File: config.mk
export PLATFORM = sky130hd
export DESIGN_NAME = query_retry_timeout_tracker
export DESIGN_NICKNAME = d
export VERILOG_FILES = /design/src/hdl/qrtt_pkg.sv /design/src/hdl/qrtt_slot_eval.sv /design/src/hdl/query_retry_timeout_tracker.sv
export VERILOG_INCLUDE_DIRS = /design/src /design/src/hdl
export SDC_FILE = /design/constraint.sdc
export NUM_CORES = 1
export LEC_CHECK = 0
export ABC_AREA = 1
export ABC_CLOCK_PERIOD_IN_PS = 8950
export BUFFER_PORTS_ARGS = -buffer_cell sky130_fd_sc_hd__buf_2
export CAP_MARGIN = 40
export CORE_MARGIN = 4
export CORE_UTILIZATION = 43
export DETAILED_ROUTE_END_ITERATION = 8
export PLACE_DENSITY_LB_ADDON = 0.15
export SYNTH_ARGS = -nofsm -noshare
export SYNTH_HDL_FRONTEND = slang
export SYNTH_SLANG_ARGS = --single-unit
File: constraint.sdc
create_clock -name clk -period 8.95 [get_ports clk]
set_clock_uncertainty 0.1 [all_clocks]
set_input_delay 0.4475 -clock clk [delete_from_list [all_inputs] [get_ports clk]]
set_output_delay 0.4475 -clock clk [all_outputs]
set_load 0.02 [all_outputs]
File: src/hdl/assert_macros.svh
// Assertion macros shared by the tracker RTL.
`ifndef ASSERT_MACROS_SVH
`define ASSERT_MACROS_SVH

// Clocked check, switched off while reset is held.
`define QRTT_ASSERT(label, prop, msg) \
  label: assert property (@(posedge clk) disable iff (rst) prop) else $error(msg);

// Clocked check that also holds through reset.
`define QRTT_ASSERT_ALWAYS(label, prop, msg) \
  label: assert property (@(posedge clk) prop) else $error(msg);

`endif

File: src/hdl/qrtt_pkg.sv
// Shared types and codes for the query retry/timeout tracker.
`timescale 1ns / 1ps
`default_nettype none

package qrtt_pkg;

  localparam int TARGETS_DEF = 16;

  localparam int IN_TDATA_W  = 56;
  localparam int OUT_TDATA_W = 56;

  // Item opcodes
  localparam logic [1:0] OP_POLL  = 2'd0;
  localparam logic [1:0] OP_ADD   = 2'd1;
  localparam logic [1:0] OP_RESP  = 2'd2;
  localparam logic [1:0] OP_CLEAR = 2'd3;

  // Target kinds
  localparam logic [1:0] KIND_SERVER = 2'd0;
  localparam logic [1:0] KIND_MASTER = 2'd1;
  localparam logic [1:0] KIND_BCAST  = 2'd2;

  // Slot status
  localparam logic [1:0] ST_QUEUED    = 2'd0;
  localparam logic [1:0] ST_QUERIED   = 2'd1;
  localparam logic [1:0] ST_RESPONDED = 2'd2;
  localparam logic [1:0] ST_NORESP    = 2'd3;

  // Result events
  localparam logic [2:0] EV_NONE        = 3'd0;
  localparam logic [2:0] EV_SEND_SERVER = 3'd1;
  localparam logic [2:0] EV_SEND_BCAST  = 3'd2;
  localparam logic [2:0] EV_SEND_MASTER = 3'd3;
  localparam logic [2:0] EV_RESPONDER   = 3'd4;
  localparam logic [2:0] EV_FULL        = 3'd5;

  // Configuration register indexes
  localparam logic [1:0] REG_SEND_SPACING  = 2'd0;
  localparam logic [1:0] REG_REPLY_TIMEOUT = 2'd1;
  localparam logic [1:0] REG_RETRY_LIMIT   = 2'd2;

  localparam logic [15:0] SEND_SPACING_RST  = 16'd50;
  localparam logic [15:0] REPLY_TIMEOUT_RST = 16'd2000;
  localparam logic [7:0]  RETRY_LIMIT_RST   = 8'd3;
  localparam logic [7:0]  ATTEMPT_MAX       = 8'd255;

  typedef struct packed {
    logic [15:0] addr;
    logic [1:0]  kind;
    logic [1:0]  status;
    logic [31:0] sent;
    logic [7:0]  attempts;
  } entry_t;

  // Verdict of the slot evaluator on one table entry
  typedef struct packed {
    logic   wr;
    logic   take;
    logic   notdone;
    logic   addr_hit;
    logic   zero_hit;
    entry_t entry;
  } slot_eval_t;

endpackage

`default_nettype wire

File: src/hdl/qrtt_slot_eval.sv
// Per-slot evaluator: timeout marking, send pick, lookup hits, completion.
`timescale 1ns / 1ps
`default_nettype none

module qrtt_slot_eval (
  input  qrtt_pkg::entry_t     entry,
  input  logic                 is_poll,
  input  logic                 send_allowed,
  input  logic [15:0]          addr_in,
  input  logic [31:0]          now,
  input  logic [31:0]          elapsed,
  input  logic [15:0]          reply_timeout,
  input  logic [7:0]           retry_limit,
  output qrtt_pkg::slot_eval_t result
);

  import qrtt_pkg::*;

  logic       timed;
  logic       mark;
  logic       cand;
  logic       take;
  logic [1:0] upd;

  always_comb begin
    timed = elapsed > {16'd0, reply_timeout};
    // retries used up and reply overdue: give up on it
    mark  = is_poll && (entry.status == ST_QUERIED) &&
            (entry.attempts >= retry_limit) && timed;
    upd   = mark ? ST_NORESP : entry.status;
    cand  = (upd == ST_QUEUED) || ((upd == ST_QUERIED) && timed);
    take  = is_poll && send_allowed && cand;

    result.entry = entry;
    if (mark) begin
      result.entry.status = ST_NORESP;
    end
    if (take) begin
      result.entry.status = ST_QUERIED;
      result.entry.sent   = now;
      if (entry.attempts != ATTEMPT_MAX) begin
        result.entry.attempts = entry.attempts + 8'd1;
      end
    end

    result.wr       = mark || take;
    result.take     = take;
    result.notdone  = take || (upd == ST_QUEUED) || (upd == ST_QUERIED);
    result.addr_hit = (entry.addr == addr_in);
    result.zero_hit = (entry.addr == 16'd0);
  end

endmodule

`default_nettype wire

File: src/hdl/query_retry_timeout_tracker.sv
// Top level of the query retry/timeout tracker: slot table, sequencer, ports.
//
//   Channel   Dir  Handshake          Contents
//   s_*       in   tvalid/tready      tuser opcode; tdata addr, kind, now, ok
//   m_*       out  tvalid/tready      tuser event; tdata index, addr, ping, done
//   cfg_*     in   cfg_we only        register index and write data
//
// One item at a time. The result is loaded after a set-up cycle, one scan of the
// slot table through the single memory read port, one slot per cycle, and a
// closing cycle; a clear goes straight from set-up to closing. s_tready returns
// with the result, so the next item is taken only once this one's result is loaded.
// rst is synchronous: the table is emptied, registers take their reset values.
// A result waiting on m_tready does not stop the next item's scan; only its
// closing cycle waits until the output register is free.
`timescale 1ns / 1ps
`default_nettype none

`include "assert_macros.svh"

module query_retry_timeout_tracker #(
  parameter int TARGETS = qrtt_pkg::TARGETS_DEF
) (
  input  logic                             clk,
  input  logic                             rst,
  // slave side
  input  logic                             s_tvalid,
  output logic                             s_tready,
  // [15:0] addr_id, [17:16] target_kind, [49:18] now_ms, [50] response_ok
  input  logic [qrtt_pkg::IN_TDATA_W-1:0]  s_tdata,
  // [1:0] opcode
  input  logic [1:0]                       s_tuser,
  // master side
  output logic                             m_tvalid,
  input  logic                             m_tready,
  // [3:0] entry_index, [19:4] out_addr_id, [51:20] ping_ms, [52] all_done
  output logic [qrtt_pkg::OUT_TDATA_W-1:0] m_tdata,
  // [2:0] event_res
  output logic [2:0]                       m_tuser,
  // configuration writes
  input  logic                             cfg_we,
  input  logic [1:0]                       cfg_index,
  input  logic [15:0]                      cfg_data
);

  import qrtt_pkg::*;

  localparam int IW = (TARGETS > 1) ? $clog2(TARGETS) : 1;  // slot index
  localparam int CW = $clog2(TARGETS + 1);                  // slot count

  typedef enum logic [1:0] {S_IDLE, S_PREP, S_SCAN, S_FINISH} state_t;

  state_t      state;

  // configuration
  logic [15:0] spacing_ms;
  logic [15:0] reply_window;
  logic [7:0]  retry_lim;

  // table bookkeeping
  logic [CW-1:0] entry_count;
  logic [31:0]   last_send;

  // item being worked on
  logic [1:0]  op_r;
  logic [15:0] addr_r;
  logic [1:0]  kind_r;
  logic [31:0] now_r;
  logic        ok_r;
  logic [1:0]  kind_in;

  // scan state
  logic          spacing_ok;
  logic [CW-1:0] issue_idx;
  logic          pend_valid;
  logic [IW-1:0] pend_idx;
  logic [CW-1:0] notdone_cnt;
  logic          send_found;
  logic [IW-1:0] send_idx;
  logic [1:0]    send_kind;
  logic [15:0]   send_addr;
  logic          s_found;
  logic [IW-1:0] s_idx;
  entry_t        s_entry;
  logic          b_found;
  logic [1:0]    b_status;
  logic [31:0]   b_sent;

  // result register
  logic [2:0]  ev_out;
  logic [3:0]  idx_out;
  logic [15:0] oaddr_out;
  logic [31:0] ping_out;
  logic        done_out;

  // slot table
  entry_t        table_mem [TARGETS];
  entry_t        rd_data;
  logic          rd_en;
  logic          mem_we;
  logic [IW-1:0] mem_wa;
  entry_t        mem_wd;

  // shared subtractor
  logic [31:0] sub_b;
  logic [31:0] elapsed;

  slot_eval_t  ev;

  // closing cycle
  logic          out_free;
  logic          fin;
  logic          fin_we;
  logic [IW-1:0] fin_wa;
  entry_t        fin_wd;
  logic          cnt_inc;
  logic          cnt_clr;
  logic [2:0]    ev_next;
  logic [IW-1:0] idx_next;
  logic [15:0]   oaddr_next;
  logic [31:0]   ping_next;
  logic          done_next;
  logic          s_nd;
  logic          done_adj;
  logic          room;

  assign s_tready = (state == S_IDLE);
  assign m_tdata  = {3'b000, done_out, ping_out, oaddr_out, idx_out};
  assign m_tuser  = ev_out;

  assign kind_in  = (s_tdata[17:16] > KIND_BCAST) ? KIND_SERVER : s_tdata[17:16];
  assign out_free = !m_tvalid || m_tready;
  assign fin      = (state == S_FINISH) && out_free;

  assign rd_en = ((state == S_PREP) || (state == S_SCAN)) && (op_r != OP_CLEAR) &&
                 (issue_idx < entry_count);

  // one subtractor: spacing check, per-slot age, then round-trip time
  always_comb begin
    case (state)
      S_PREP:  sub_b = last_send;
      S_SCAN:  sub_b = rd_data.sent;
      default: sub_b = s_found ? s_entry.sent : b_sent;
    endcase
  end
  assign elapsed = now_r - sub_b;

  qrtt_slot_eval u_eval (
    .entry         (rd_data),
    .is_poll       (op_r == OP_POLL),
    .send_allowed  (spacing_ok && !send_found),
    .addr_in       (addr_r),
    .now           (now_r),
    .elapsed       (elapsed),
    .reply_timeout (reply_window),
    .retry_limit   (retry_lim),
    .result        (ev)
  );

  // closing decision per opcode
  always_comb begin
    fin_we     = 1'b0;
    fin_wa     = s_idx;
    fin_wd     = s_entry;
    cnt_inc    = 1'b0;
    cnt_clr    = 1'b0;
    ev_next    = EV_NONE;
    idx_next   = '0;
    oaddr_next = 16'd0;
    ping_next  = 32'd0;
    s_nd       = (s_entry.status == ST_QUEUED) || (s_entry.status == ST_QUERIED);
    // table complete once the matched slot is marked responded
    done_adj   = (notdone_cnt == CW'(s_nd));
    done_next  = (notdone_cnt == '0);
    room       = (entry_count < CW'(TARGETS));
    case (op_r)
      OP_POLL: begin
        if (send_found) begin
          case (send_kind)
            KIND_BCAST:  ev_next = EV_SEND_BCAST;
            KIND_MASTER: ev_next = EV_SEND_MASTER;
            default:     ev_next = EV_SEND_SERVER;
          endcase
          idx_next   = send_idx;
          oaddr_next = send_addr;
        end
      end
      OP_ADD: begin
        if (s_found) begin
          fin_we      = 1'b1;
          fin_wd.kind = kind_r;
        end else if (room) begin
          fin_we    = 1'b1;
          fin_wa    = entry_count[IW-1:0];
          fin_wd    = '{addr: addr_r, kind: kind_r, status: ST_QUEUED,
                        sent: 32'd0, attempts: 8'd0};
          cnt_inc   = 1'b1;
          done_next = 1'b0;
        end else begin
          ev_next    = EV_FULL;
          oaddr_next = addr_r;
        end
      end
      OP_RESP: begin
        if (s_found && (s_entry.kind == KIND_MASTER)) begin
          // master replies are only noted
          if (ok_r) begin
            fin_we        = 1'b1;
            fin_wd.status = ST_RESPONDED;
            done_next     = done_adj;
          end
        end else if (ok_r) begin
          if (!s_found) begin
            // unknown responder: adopt it while the broadcast is out
            if (b_found && (b_status == ST_QUERIED)) begin
              if (!room) begin
                ev_next    = EV_FULL;
                oaddr_next = addr_r;
              end else begin
                fin_we     = 1'b1;
                fin_wa     = entry_count[IW-1:0];
                fin_wd     = '{addr: addr_r, kind: KIND_SERVER, status: ST_RESPONDED,
                               sent: b_sent, attempts: 8'd0};
                cnt_inc    = 1'b1;
                ev_next    = EV_RESPONDER;
                idx_next   = entry_count[IW-1:0];
                oaddr_next = addr_r;
                ping_next  = elapsed;
              end
            end
          end else if (s_entry.status != ST_RESPONDED) begin
            fin_we        = 1'b1;
            fin_wd.status = ST_RESPONDED;
            ev_next       = EV_RESPONDER;
            idx_next      = s_idx;
            oaddr_next    = s_entry.addr;
            ping_next     = elapsed;
            done_next     = done_adj;
          end
        end
      end
      default: begin
        cnt_clr   = 1'b1;
        done_next = 1'b1;
      end
    endcase
  end

  // single write port: scan updates, else the closing write
  always_comb begin
    if (state == S_SCAN) begin
      mem_we = pend_valid && ev.wr;
      mem_wa = pend_idx;
      mem_wd = ev.entry;
    end else begin
      mem_we = fin && fin_we;
      mem_wa = fin_wa;
      mem_wd = fin_wd;
    end
  end

  always_ff @(posedge clk) begin
    if (mem_we) begin
      table_mem[mem_wa] <= mem_wd;
    end
    rd_data <= table_mem[issue_idx[IW-1:0]];
  end

  always_ff @(posedge clk) begin
    if (rst) begin
      state        <= S_IDLE;
      m_tvalid     <= 1'b0;
      entry_count  <= '0;
      last_send    <= 32'd0;
      spacing_ms   <= SEND_SPACING_RST;
      reply_window <= REPLY_TIMEOUT_RST;
      retry_lim    <= RETRY_LIMIT_RST;
      pend_valid   <= 1'b0;
      issue_idx    <= '0;
    end else begin
      if (cfg_we) begin
        case (cfg_index)
          REG_SEND_SPACING:  spacing_ms   <= cfg_data;
          REG_REPLY_TIMEOUT: reply_window <= cfg_data;
          REG_RETRY_LIMIT:   retry_lim    <= cfg_data[7:0];
          default: ;
        endcase
      end

      // result register: loaded by the closing cycle, freed by its transfer
      if (fin) begin
        m_tvalid <= 1'b1;
      end else if (m_tvalid && m_tready) begin
        m_tvalid <= 1'b0;
      end

      // read issue: one slot a cycle
      pend_valid <= rd_en;
      pend_idx   <= issue_idx[IW-1:0];
      if (rd_en) begin
        issue_idx <= issue_idx + CW'(1);
      end

      case (state)
        S_IDLE: begin
          if (s_tvalid) begin
            op_r      <= s_tuser;
            addr_r    <= s_tdata[15:0];
            kind_r    <= kind_in;
            now_r     <= s_tdata[49:18];
            ok_r      <= s_tdata[50];
            issue_idx <= '0;
            state     <= S_PREP;
          end
        end
        S_PREP: begin
          spacing_ok  <= (elapsed >= {16'd0, spacing_ms});
          notdone_cnt <= '0;
          send_found  <= 1'b0;
          s_found     <= 1'b0;
          b_found     <= 1'b0;
          state       <= (op_r == OP_CLEAR) ? S_FINISH : S_SCAN;
        end
        S_SCAN: begin
          if (pend_valid) begin
            if (ev.notdone) begin
              notdone_cnt <= notdone_cnt + CW'(1);
            end
            if (ev.take) begin
              send_found <= 1'b1;
              send_idx   <= pend_idx;
              send_kind  <= rd_data.kind;
              send_addr  <= rd_data.addr;
              last_send  <= now_r;
            end
            if (ev.addr_hit && !s_found) begin
              s_found <= 1'b1;
              s_idx   <= pend_idx;
              s_entry <= rd_data;
            end
            if (ev.zero_hit && !b_found) begin
              b_found  <= 1'b1;
              b_status <= rd_data.status;
              b_sent   <= rd_data.sent;
            end
          end
          if (!rd_en) begin
            state <= S_FINISH;
          end
        end
        S_FINISH: begin
          if (out_free) begin
            ev_out    <= ev_next;
            idx_out   <= 4'(idx_next);
            oaddr_out <= oaddr_next;
            ping_out  <= ping_next;
            done_out  <= done_next;
            if (cnt_clr) begin
              entry_count <= '0;
            end else if (cnt_inc) begin
              entry_count <= entry_count + CW'(1);
            end
            state <= S_IDLE;
          end
        end
        default: state <= S_IDLE;
      endcase
    end
  end

  // checks
  `QRTT_ASSERT_ALWAYS(a_reset_quiet, rst |=> !m_tvalid && state == S_IDLE, "reset left work pending")
  `QRTT_ASSERT(a_count_bound, entry_count <= CW'(TARGETS), "slot count beyond table depth")
  `QRTT_ASSERT(a_send_stamp, fin && op_r == OP_POLL && send_found |-> last_send == now_r, "send without time stamp")
  `QRTT_ASSERT(a_clear_empties, fin && op_r == OP_CLEAR |=> entry_count == '0, "clear left slots")

endmodule

`default_nettype wire
# After elaboration in Yosys (flattened, before gate mapping)
# Memories as Yosys holds them, arrays and structs flattened. A register that Yosys moved wholly into a read port is not among the register bits.
# Cells that the tools add are included.
# word_totals
register_bits,328
ram_bits,960
inputBits,81
output_inout_bits,61
word_cells,246
memories,1
# mem_list
name,words,word_bits,rd,rd_clocked_by_memory_dff,write_ports,line,text
table_mem,16,60,1,1,1,query_retry_timeout_tracker.sv:96,entry_t table_mem [TARGETS];
# op_classes
addsub,5
order_cmp,6
n_eq_ne,29
n_mux,111
bitwise,3
reduce_logical,55
# ops
operator,count
60-bit two-way mux,5
32-bit two-way mux,5
16-bit two-way mux,9
60-bit case mux with 2 select lines,1
42-bit two-way mux,2
40-bit two-way mux,2
32-bit case mux with 2 select lines,1
4-bit two-way mux,14
16-bit case mux with 3 select lines,1
18-bit two-way mux,2
5-bit two-way mux,7
32-bit by 16-bit >= comparator with 1-bit output,1
32-bit by 16-bit greater-than comparator with 1-bit output,1
1-bit two-way mux,32
32-bit subtractor,1
4-bit AND reduction,7
3-bit two-way mux,7
2-bit two-way mux,10
2-bit by 1-bit equality test with 1-bit output (second input constant),9
1-bit logical AND,17
16-bit equality test,1
16-bit zero test,1
4-bit case mux with 2 select lines,2
5-bit by 1-bit adder with 5-bit output (second input constant),3
26 further kinds,68

# Logic depth before layout (Yosys ltp)
# Gate-level depths: netlist of the first run.
# depth
depth_word,15
depth_mapped,33
depth_no_buf,29

# Cells and area by module
# A second synthesis of the first run with hierarchy kept.
# unflattened
cells_unflattened,5161
hier_area_um2,57533.9
# modules_own_cells
module,instances,cells_per_inst,area_per_inst_um2,seq_area_each_um2
query_retry_timeout_tracker,1,4799,55600.8,39017.4
qrtt_slot_eval,1,362,1933.1,0.0

# Worst setup path before layout of the first run
# OpenSTA, ideal clock, no wires.
# synth_path
path_type,flip-flop to flip-flop
from,register state[0]
to,memory table_mem[0][0] (netlist bit) (enable)
setup_ps,478
arrival_time_ps,6884
t_required_ps,8372
slack_ps,1488
stages_incl_launch_ff,30
path_buffers,3
period_less_slack_ps,7462
cell_sequence,dfxtp_1 -> inv_1 -> ha_1 -> buf_2 -> inv_1 -> clkbuf_1 -> clkbuf_1 -> a21oi_1 -> a21oi_1 -> ha_1 -> inv_1 -> fa_1 -> nand3_1 -> nand3_1 -> nand3_1 -> nand3b_1 -> xor2_1 -> ha_1 -> nand2_1 -> nor4_1 -> nand2_1 -> o211ai_1 -> nand2_1 -> nand3_2 -> nand3_2 -> nand2_4 -> nand3_4 -> nand2_1 -> nand2_1 -> nor2_1
# synth_via
elab_chain_len,15
word_cells_on_any_way,21
cone_classes,add/sub (1); order compare (1); eq/ne (4); mux (6); reduce/logical (9)
# synth_lines
item,line,text
start: declaration,query_retry_timeout_tracker.sv:52,state_t state;
start signal: assignment,query_retry_timeout_tracker.sv:321,state <= (op_r == OP_CLEAR) ? S_FINISH : S_SCAN;
2-bit equality test / 2-bit by 1-bit equality test with 1-bit output (equally long branches),"query_retry_timeout_tracker.sv:139, query_retry_timeout_tracker.sv:250",
32-bit case mux with 2 select lines,query_retry_timeout_tracker.sv:139,case (state)
32-bit subtractor,query_retry_timeout_tracker.sv:145,assign elapsed = now_r - sub_b;
32-bit by 16-bit greater-than comparator with 1-bit output,qrtt_slot_eval.sv:26,"timed = elapsed > {16'd0, reply_timeout};"
1-bit logical AND,qrtt_slot_eval.sv:29,(entry.attempts >= retry_limit) && timed;
2-bit two-way mux,qrtt_slot_eval.sv:30,upd = mark ? ST_NORESP : entry.status;
2-bit by 1-bit equality test with 1-bit output,qrtt_slot_eval.sv:31,cand = (upd == ST_QUEUED) || ((upd == ST_QUERIED) && timed);
1-bit logical AND,qrtt_slot_eval.sv:31,
1-bit logical OR,qrtt_slot_eval.sv:31,
1-bit logical AND,qrtt_slot_eval.sv:32,take = is_poll && send_allowed && cand;
1-bit logical OR,qrtt_slot_eval.sv:46,result.wr = mark || take;
1-bit logical AND,query_retry_timeout_tracker.sv:251,mem_we = pend_valid && ev.wr;
1-bit two-way mux,query_retry_timeout_tracker.sv:250,if (state == S_SCAN) begin
1-bit two-way mux,query_retry_timeout_tracker.sv:262,if (mem_we) begin
1-bit two-way mux (not written as such),query_retry_timeout_tracker.sv:263,table_mem[mem_wa] <= mem_wd;
end: declaration,query_retry_timeout_tracker.sv:96,
# Parallel ways exist; a longest one is shown, timed or not.

# Final worst setup path of the first run
# layout_path
from,register state[0]
to,memory table_mem[2][32] (netlist bit) (enable)
# The elaborated chain is that of the path after synthesis.

==> results of run 1 <==
placed cells by master, fill, tap and decap left out, types with 11 or more instances in the layout:
cell           instances
a21oi_1              130
a22o_1                29
a31oi_1               21
a32o_1                15
buf_12                20
buf_16                11
buf_2                133
buf_4                 78
clkbuf_1              31
clkbuf_16            144
clkbuf_8              27
clkinv_2              27
dfxtp_1              143
dlygate4sd3_1         75
edfxtp_1            1202
ha_1                  89
inv_1                313
nand2_1              690
nand3_1              256
nand3b_1              33
nand4_1               40
nor2_1               637
nor2_4                21
nor3_1                15
o211ai_1              58
o21ai_0              668
o221ai_1             110
o22ai_1              150
xor2_1                22
registers in the layout (all words and copies together) (netlist names), 5 cells and up:
| register | flops |
|---|---|
| table_mem | 960 |
| rd_data | 60 |
| s_entry | 60 |
| b_sent | 32 |
| last_send | 32 |
| now_r | 32 |
| ping_out | 32 |
| addr_r | 16 |
| oaddr_out | 16 |
| reply_window | 16 |
| send_addr | 16 |
| spacing_ms | 16 |
| retry_lim | 8 |
| entry_count | 5 |
| issue_idx | 5 |
| notdone_cnt | 5 |
synthesized netlist by cell type, types with 3 or more instances:
cell type / count / area [um2]
edfxtp_1: 1202 / 36100
nand2_1: 690 / 2590
o21ai_0: 670 / 3350
nor2_1: 661 / 2480
inv_1: 317 / 1190
clkbuf_1: 260 / 976
nand3_1: 256 / 1280
o22ai_1: 150 / 938
dfxtp_1: 146 / 2920
a21oi_1: 130 / 651
o221ai_1: 110 / 963
ha_1: 90 / 1130
o211ai_1: 58 / 435
nand4_1: 40 / 250
nand3b_1: 33 / 248
a22o_1: 29 / 254
xor2_1: 22 / 193
a31oi_1: 21 / 131
buf_1: 20 / 75.1
nor3_1: 16 / 80.1
a32o_1: 15 / 150
buf_2: 9 / 45.0
buf_4: 7 / 52.6
inv_2: 6 / 22.5
nor4_1: 5 / 31.3
o21bai_1: 4 / 30.0
or2_2: 4 / 25.0
a21boi_0: 3 / 22.5
buf_6: 3 / 33.8
nand3_2: 3 / 30.0
nor3b_1: 3 / 22.5
o21a_1: 3 / 22.5
xnor2_1: 3 / 26.3
stage by stage:
stage | setup WS (ns) | area [um2] | std cells | power [mW]
floorplan | 1.49 | 57100 | 5026 | 11.0
global placement | 1.34 | 59900 | 6710 | 12.9
detailed placement | 1.48 | 60300 | 6728 | 12.9
CTS | 1.46 | 65700 | 7065 | 18.8
global route | 1.07 | 65800 | 7066 | 19.7
finish | 1.46 | 65800 | 7069 | 18.8
per-layer routing:
layer / global-route usage / up-vias / routed length (um)
met5: 0 / - / 0
met2: 0.359 / 1484 / 73200
met3: 0.0410 / 223 / 12000
met4: 0.0618 / 0 / 3640
li1: - / 18500 / -
met1: 0.346 / 19700 / 75900
cells by family (layout without fill, tap and decap cells):
group / after synthesis / in the layout / synth area share
other: 1 / 6 / 0.0000657
xor gates and xnor gates: 25 / 25 / 0.00384
DFF: 1348 / 1348 / 0.684
and+or+nand+nor: 1722 / 1722 / 0.125
buffers and inverters: 624 / 909 / 0.0421
adders and majority gates: 91 / 91 / 0.0201
AOI/OAI and AO/OA: 1212 / 1212 / 0.125
muxes: 1 / 1 / 0.000197
path summary, 6_finish.rpt:
check,cells past startpoint,to,slack (ns),from
setup / recovery,28,table_mem[2][32]$_DFFE_PP_,1.46,state[0]$_SDFFE_PP0P_
hold / removal,5,spacing_ms[0]$_SDFFE_PP0P_,0.09,cfg_we
setup reg to reg,28,table_mem[2][32]$_DFFE_PP_,1.46,state[0]$_SDFFE_PP0P_
hold reg to reg,2,spacing_ms[6]$_SDFFE_PP0P_,0.36,spacing_ms[6]$_SDFFE_PP0P_
layout make-up:
class	instances	area [um2]
fill	11600	65900
sequential	1348	39000
multi-input combinational	3054	15800
clock buffer	202	4090
timing repair buffer	322	2780
tap	1755	2200
inverter	325	1230
clock inverter	60	602
antenna	3	7.51
critical path: cells and delay by family, from the launching register on:
kind | cells | cell delay, ns
AO/OA/AOI/OAI | 2 | 0.56
XOR/XNOR | 1 | 0.19
adder cells (fa/ha/maj) | 3 | 1.34
buffers and inverters | 6 | 1.45
flip-flops | 1 | 0.40
AND/OR/NAND/NOR | 16 | 3.03
power groups by stage:
stage	Combinational, mW	Sequential (mW)	Clock [mW]
after floorplan	3.24	7.75	0
after global placement	5.02	7.83	0
after detailed placement	5.10	7.83	0
after CTS	5.14	7.70	5.99
after global routing	5.75	7.71	6.26
final	5.16	7.70	5.88
==> flow_metrics.tcl, run 1 <==
set metrics [dict create \
    dieArea_um2 139000 \
    rsz0062_at_grt "false" \
    initial_core_util 0.433 \
    clkLatencyLatePin_ns 0.78 \
    worstPathMaxFanout 44 \
    status "finished clean" \
    synthFlopType "edfxtp_1" \
    finalHoldViolations 0 \
    p_leak_nw 23.6 \
    power_switching_mw 6.29 \
    clockBufferDepth 3 \
    cts_sinks 1348 \
    switching_share 0.336 \
    final_util 0.500 \
    tightest_slew_ns 1.11 \
    max_slew_margin 0.258 \
    gr-usage-all-layers 0.235 \
    tns_ns 0 \
    cts_tree "built" \
    slowest_stage "ha_1" \
    ys_async_sr_fraction 0 \
    htree_levels 4 \
    max_freq_ghz 0.134 \
    cts_buffers 140 \
    slew_violations 0 \
    crit_type "reg2reg" \
    final_net_count 5363 \
    antenna_found_initial 3 \
    gp_congestion 0.926 \
    maxCapViolCount 0 \
    cpPeakStageDelay_ns 0.66 \
    first_pass_iters 6 \
    hold_buffers 75 \
    overflow 0 \
    combPwrFrac 0.275 \
    core_area_um2 132000 \
    period_share 0.837 \
    p_clk_frac 0.314 \
    die_w_um 372 \
    power.internal_mw 12.5 \
    syn2layout_area_growth_pct 15.3 \
    grt_pass1_vias 37300 \
    drt_first_iter_violations 3996 \
    p_per_area_nw_per_um2 285 \
    vias_per_cell 5.65 \
    routed_wl_mm 165 \
    wl_per_cell_um 23.3 \
    cts_resized 0 \
    syn_inst 5024 \
    syn_area_per_cell_um2 11.4 \
    min_period_ns 7.49 \
    ios 142 \
    worstSetupStartpointType "flop" \
    rows 133 \
    cp.arrival_ns 7.81 \
    grt_pass1_wl_mm 242 \
    cp_data_required_time_ns 9.28 \
    port_buffers 133 \
    ys_ff_latch 1348 \
    timing.hold.ws_ns 0.0860 \
    yosysUniqueCellTypes 58 \
    yosys_warnings 0 \
    synth_edf_count 1202 \
    hp-class "in2reg" \
    dpl.hpwl_mm 93.9 \
    die_h_um 372 \
    drc 0 \
    ant_nets 0 \
    setup_viol 0 \
    seq_power_share 0.411 \
    root_buffer "clkbuf_16" \
    seq_area_frac_synth 0.684 \
    path_clk_slew_ns 0.06 \
    syn_area_um2 57100 \
    post-cts-setup-buffers 0 \
    timing.critical_path.mode_cell "nand2_1" \
    critPathCaptureType "flop" \
    layout-drive-gt1-share 0.0998 \
    grt_max_degree 231 \
    vdd_ir_drop_max_v 0.000210 \
    num_vias 39900 \
]
No activity file was read; power rests on OpenSTA's default activity.
==> run 2, diff against run 1 <==
--- a/config.mk
+++ b/config.mk
@@ -6,8 +6,8 @@
 export SDC_FILE = /design/constraint.sdc
 export NUM_CORES = 1
 export LEC_CHECK = 0
-export ABC_AREA = 1
-export ABC_CLOCK_PERIOD_IN_PS = 8950
+export ABC_AREA = 0
+export ABC_CLOCK_PERIOD_IN_PS = 6950
 export BUFFER_PORTS_ARGS = -buffer_cell sky130_fd_sc_hd__buf_2
 export CAP_MARGIN = 40
 export CORE_MARGIN = 4
==> constraint.sdc (replaced) <==
create_clock -name clk -period 6.95 [get_ports clk]
set_clock_uncertainty 0.1 [all_clocks]
set_input_delay 0.3475 -clock clk [delete_from_list [all_inputs] [get_ports clk]]
set_output_delay 0.3475 -clock clk [all_outputs]
set_load 0.02 [all_outputs]
==> run 2 against run 1 <==
  * Via count is 19% lower
  * Utilization grew 2.0 points
  * Sequential share of layout area shrank 0.62 points
  * Wire length shrank 8.6%
  * Clock-buffer cell count down 3
  * Largest power group unchanged
  * Sequential power is 27% higher
  * Non-clock buffer count is 155 higher
  * Flip-flop and latch count unchanged
  * Synthesized cell count down 36%
==> flow_metrics.tcl, run 2 <==
set metrics [dict create \
    status "finished clean" \
    syn_inst 3237 \
    final_net_count 3836 \
    synth.most_common_cell "edfxtp_1" \
    synth_top_cell_area_share 0.649 \
    hp-class "in2reg" \
    dpl.hpwl_mm 97.9 \
    cp_data_required_time_ns 7.46 \
    synth_top_area_cell "edfxtp_1" \
    reg.largest.list "table_mem: 960 flops, rd_data: 60 flops, s_entry: 60 flops" \
    rr_worst_depth 21 \
    root_buffer "clkbuf_16" \
    grt_pass1_wl_mm 223 \
    fin_cells 5512 \
    layout-drive-gt1-share 0.268 \
    gr-usage-all-layers 0.223 \
    worstSetupStartpointType "flop" \
    initial_core_util 0.434 \
    setup_viol 0 \
    post-cts-setup-buffers 0 \
    dp.cells 5171 \
    yosysUniqueCellTypes 90 \
    crit_cells 21 \
    port_buffers 133 \
    p_per_area_nw_per_um2 375 \
    vdd_ir_drop_max_v 0.000283 \
    yosys_warnings 0 \
    antenna_found_initial 5 \
    rows 131 \
    cpPeakStageDelay_ns 0.67 \
    crit_type "reg2reg" \
    max_freq_ghz 0.149 \
    ant_nets 0 \
    p_leak_nw 21.6 \
    drt_first_iter_violations 4126 \
    synth_common_cells "edfxtp_1 (1202), mux4_2 (300), nand2_1 (220), clkbuf_1 (158), dfxtp_1 (146)" \
    htree_levels 4 \
    largest_reg_flops 960 \
    timing.hold.ws_ns 0.135 \
    ff_latch_area_um2 39000 \
    grt_max_degree 89 \
    finalHoldViolations 0 \
    cts_tree "built" \
    largest_register "table_mem" \
    vias_per_cell 5.90 \
    syn_area_per_cell_um2 17.2 \
    seq_area_frac_synth 0.702 \
    gp_congestion 0.871 \
    synthFlopType "edfxtp_1" \
    drc 0 \
    hold_path_depth 6 \
    cp.arrival_ns 7.20 \
    clockBufferDepth 3 \
    wl_per_cell_um 27.3 \
    cts_buffers 143 \
    busiest_layer "met2" \
    cts_sinks 1348 \
    dieArea_um2 135000 \
    tns_ns 0 \
    slowest_stage "xnor2_1" \
    multi_input_area_um2 15800 \
    ys_async_sr_fraction 0 \
    layout_commonest_cell "edfxtp_1" \
    routed_wl_mm 151 \
    period_share 0.963 \
    clkLatencyLatePin_ns 0.78 \
    diodes 0 \
    rsz0062_at_grt "false" \
    crit_chain "inv_1 > ha_2 > buf_6 > o21ai_0 > ha_1 > o211ai_1 > o21ai_0 > buf_4 > a22oi_2 > and2_1 > xnor2_1 > ha_1 > o21ai_0 > a21oi_1 > buf_4 > o31ai_2 > and4_2 > nor2_2 > buf_4 > o211ai_1 > buf_4" \
    slew_violations 0 \
    fillers 10200 \
    num_vias 32500 \
    worstPathMaxFanout 41 \
    timing.critical_path.mode_cell "buf_4" \
    min_period_ns 6.69 \
    die_h_um 368 \
    met3_usage 0.0400 \
    critPathCaptureType "flop" \
    path_clk_slew_ns 0.06 \
    die_w_um 368 \
    ios 142 \
    syn_area_um2 55600 \
    cp_top_family "compound AO/OA/AOI/OAI gates" \
    gr-usage-met2 0.344 \
    critPathBufInv 6 \
    core_area_um2 128000 \
    first_pass_iters 8 \
    most-common-layout-cells "edfxtp_1 (1202), mux4_2 (300), nand2_1 (220)" \
    tightest_slew_ns 0.944 \
    synth_area_leaders "edfxtp_1 (65%), mux4_2 (12%), dfxtp_1 (5.3%), ha_1 (2.0%), nand2_1 (1.5%)" \
    syn2layout_area_growth_pct 19.5 \
    overflow 0 \
    synth_edf_count 1202 \
    grt_pass1_vias 33200 \
    met1_usage 0.327 \
    ys_ff_latch 1348 \
    max_slew_margin 0.371 \
    maxCapViolCount 0 \
]
run 2: cell families after synthesis:
kind of cell,after synthesis,share of synthesized area
other,1,0.0000674
DFF,1348,0.702
AOI/OAI and AO/OA,522,0.0659
adders and majority gates,91,0.0206
buffers and inverters,267,0.0189
muxes,361,0.133
and+or+nand+nor,594,0.0512
xor gates and xnor gates,53,0.00835
run 2: routing by layer:
metal | vias to the layer above | part of all wire
li1 | 14000 | -
met1 | 17000 | 0.44
met2 | 1334 | 0.46
met3 | 211 | 0.072
met4 | 2 | 0.021
met5 | - | 0.000086
run 2: what timing repair did:
| item | in CTS | in global routing |
|---|---|---|
| pin swaps | 0 | 0 |
| gates cloned | 0 | 0 |
| resized for setup | 2 | 6 |
| setup endpoints to repair | 216 | 1323 |
| hold buffers | 76 | 0 |
| hold endpoints to repair | 104 | 0 |
run 2: metrics by stage:
| step | power [mW] | util | worst slack, ns | instance area, um2 |
|---|---|---|---|---|
| floorplan | 14.2 | - | -1.24 | 55700 |
| global placement | 17.2 | 0.475 | -0.115 | 60800 |
| detailed placement | 17.4 | 0.477 | -0.0852 | 61000 |
| CTS | 25.0 | 0.519 | 0.0157 | 66400 |
| global route | 26.2 | 0.519 | 0.0349 | 66500 |
| finish | 25.0 | 0.519 | 0.259 | 66500 |
run 2: where the power goes:
group	leakage, nW	total, mW	switching (mW)	internal (mW)
logic	7.22	7.68	5.01	2.67
registers	12.1	9.76	0.0954	9.66
clock network	2.25	7.52	3.16	4.36
total	21.6	25.0	8.26	16.7
run 2: worst register-to-register path, delay by kind of cell, from the launching register on:
kind | cells | cell delay, ns
AOI/OAI and AO/OA | 8 | 2.04
xor gates and xnor gates | 1 | 0.67
adders and majority gates | 3 | 1.29
buffers and inverters | 6 | 1.36
DFF | 1 | 0.38
and+or+nand+nor | 3 | 0.69
run 2: worst paths after layout:
check | slack, ns | end | start
max reg2reg | 0.26 | table_mem[5][22]$_DFFE_PP_ | state[0]$_SDFFE_PP0P_
min reg2reg | 0.36 | b_sent[7]$_DFFE_PP_ | rd_data[15]$_DFF_P_
max | 0.26 | table_mem[5][22]$_DFFE_PP_ | state[0]$_SDFFE_PP0P_
min | 0.14 | reply_window[0]$_SDFFE_PP0P_ | cfg_we
run 2: cell type report:
type / instances / area share
Clock buffer: 199 / 0.0598
Clock inverter: 65 / 0.00986
Inverter: 70 / 0.00395
Multi-Input combinational cell: 1624 / 0.238
Sequential cell: 1348 / 0.587
Tap cell: 1729 / 0.0325
Timing Repair Buffer: 477 / 0.0687
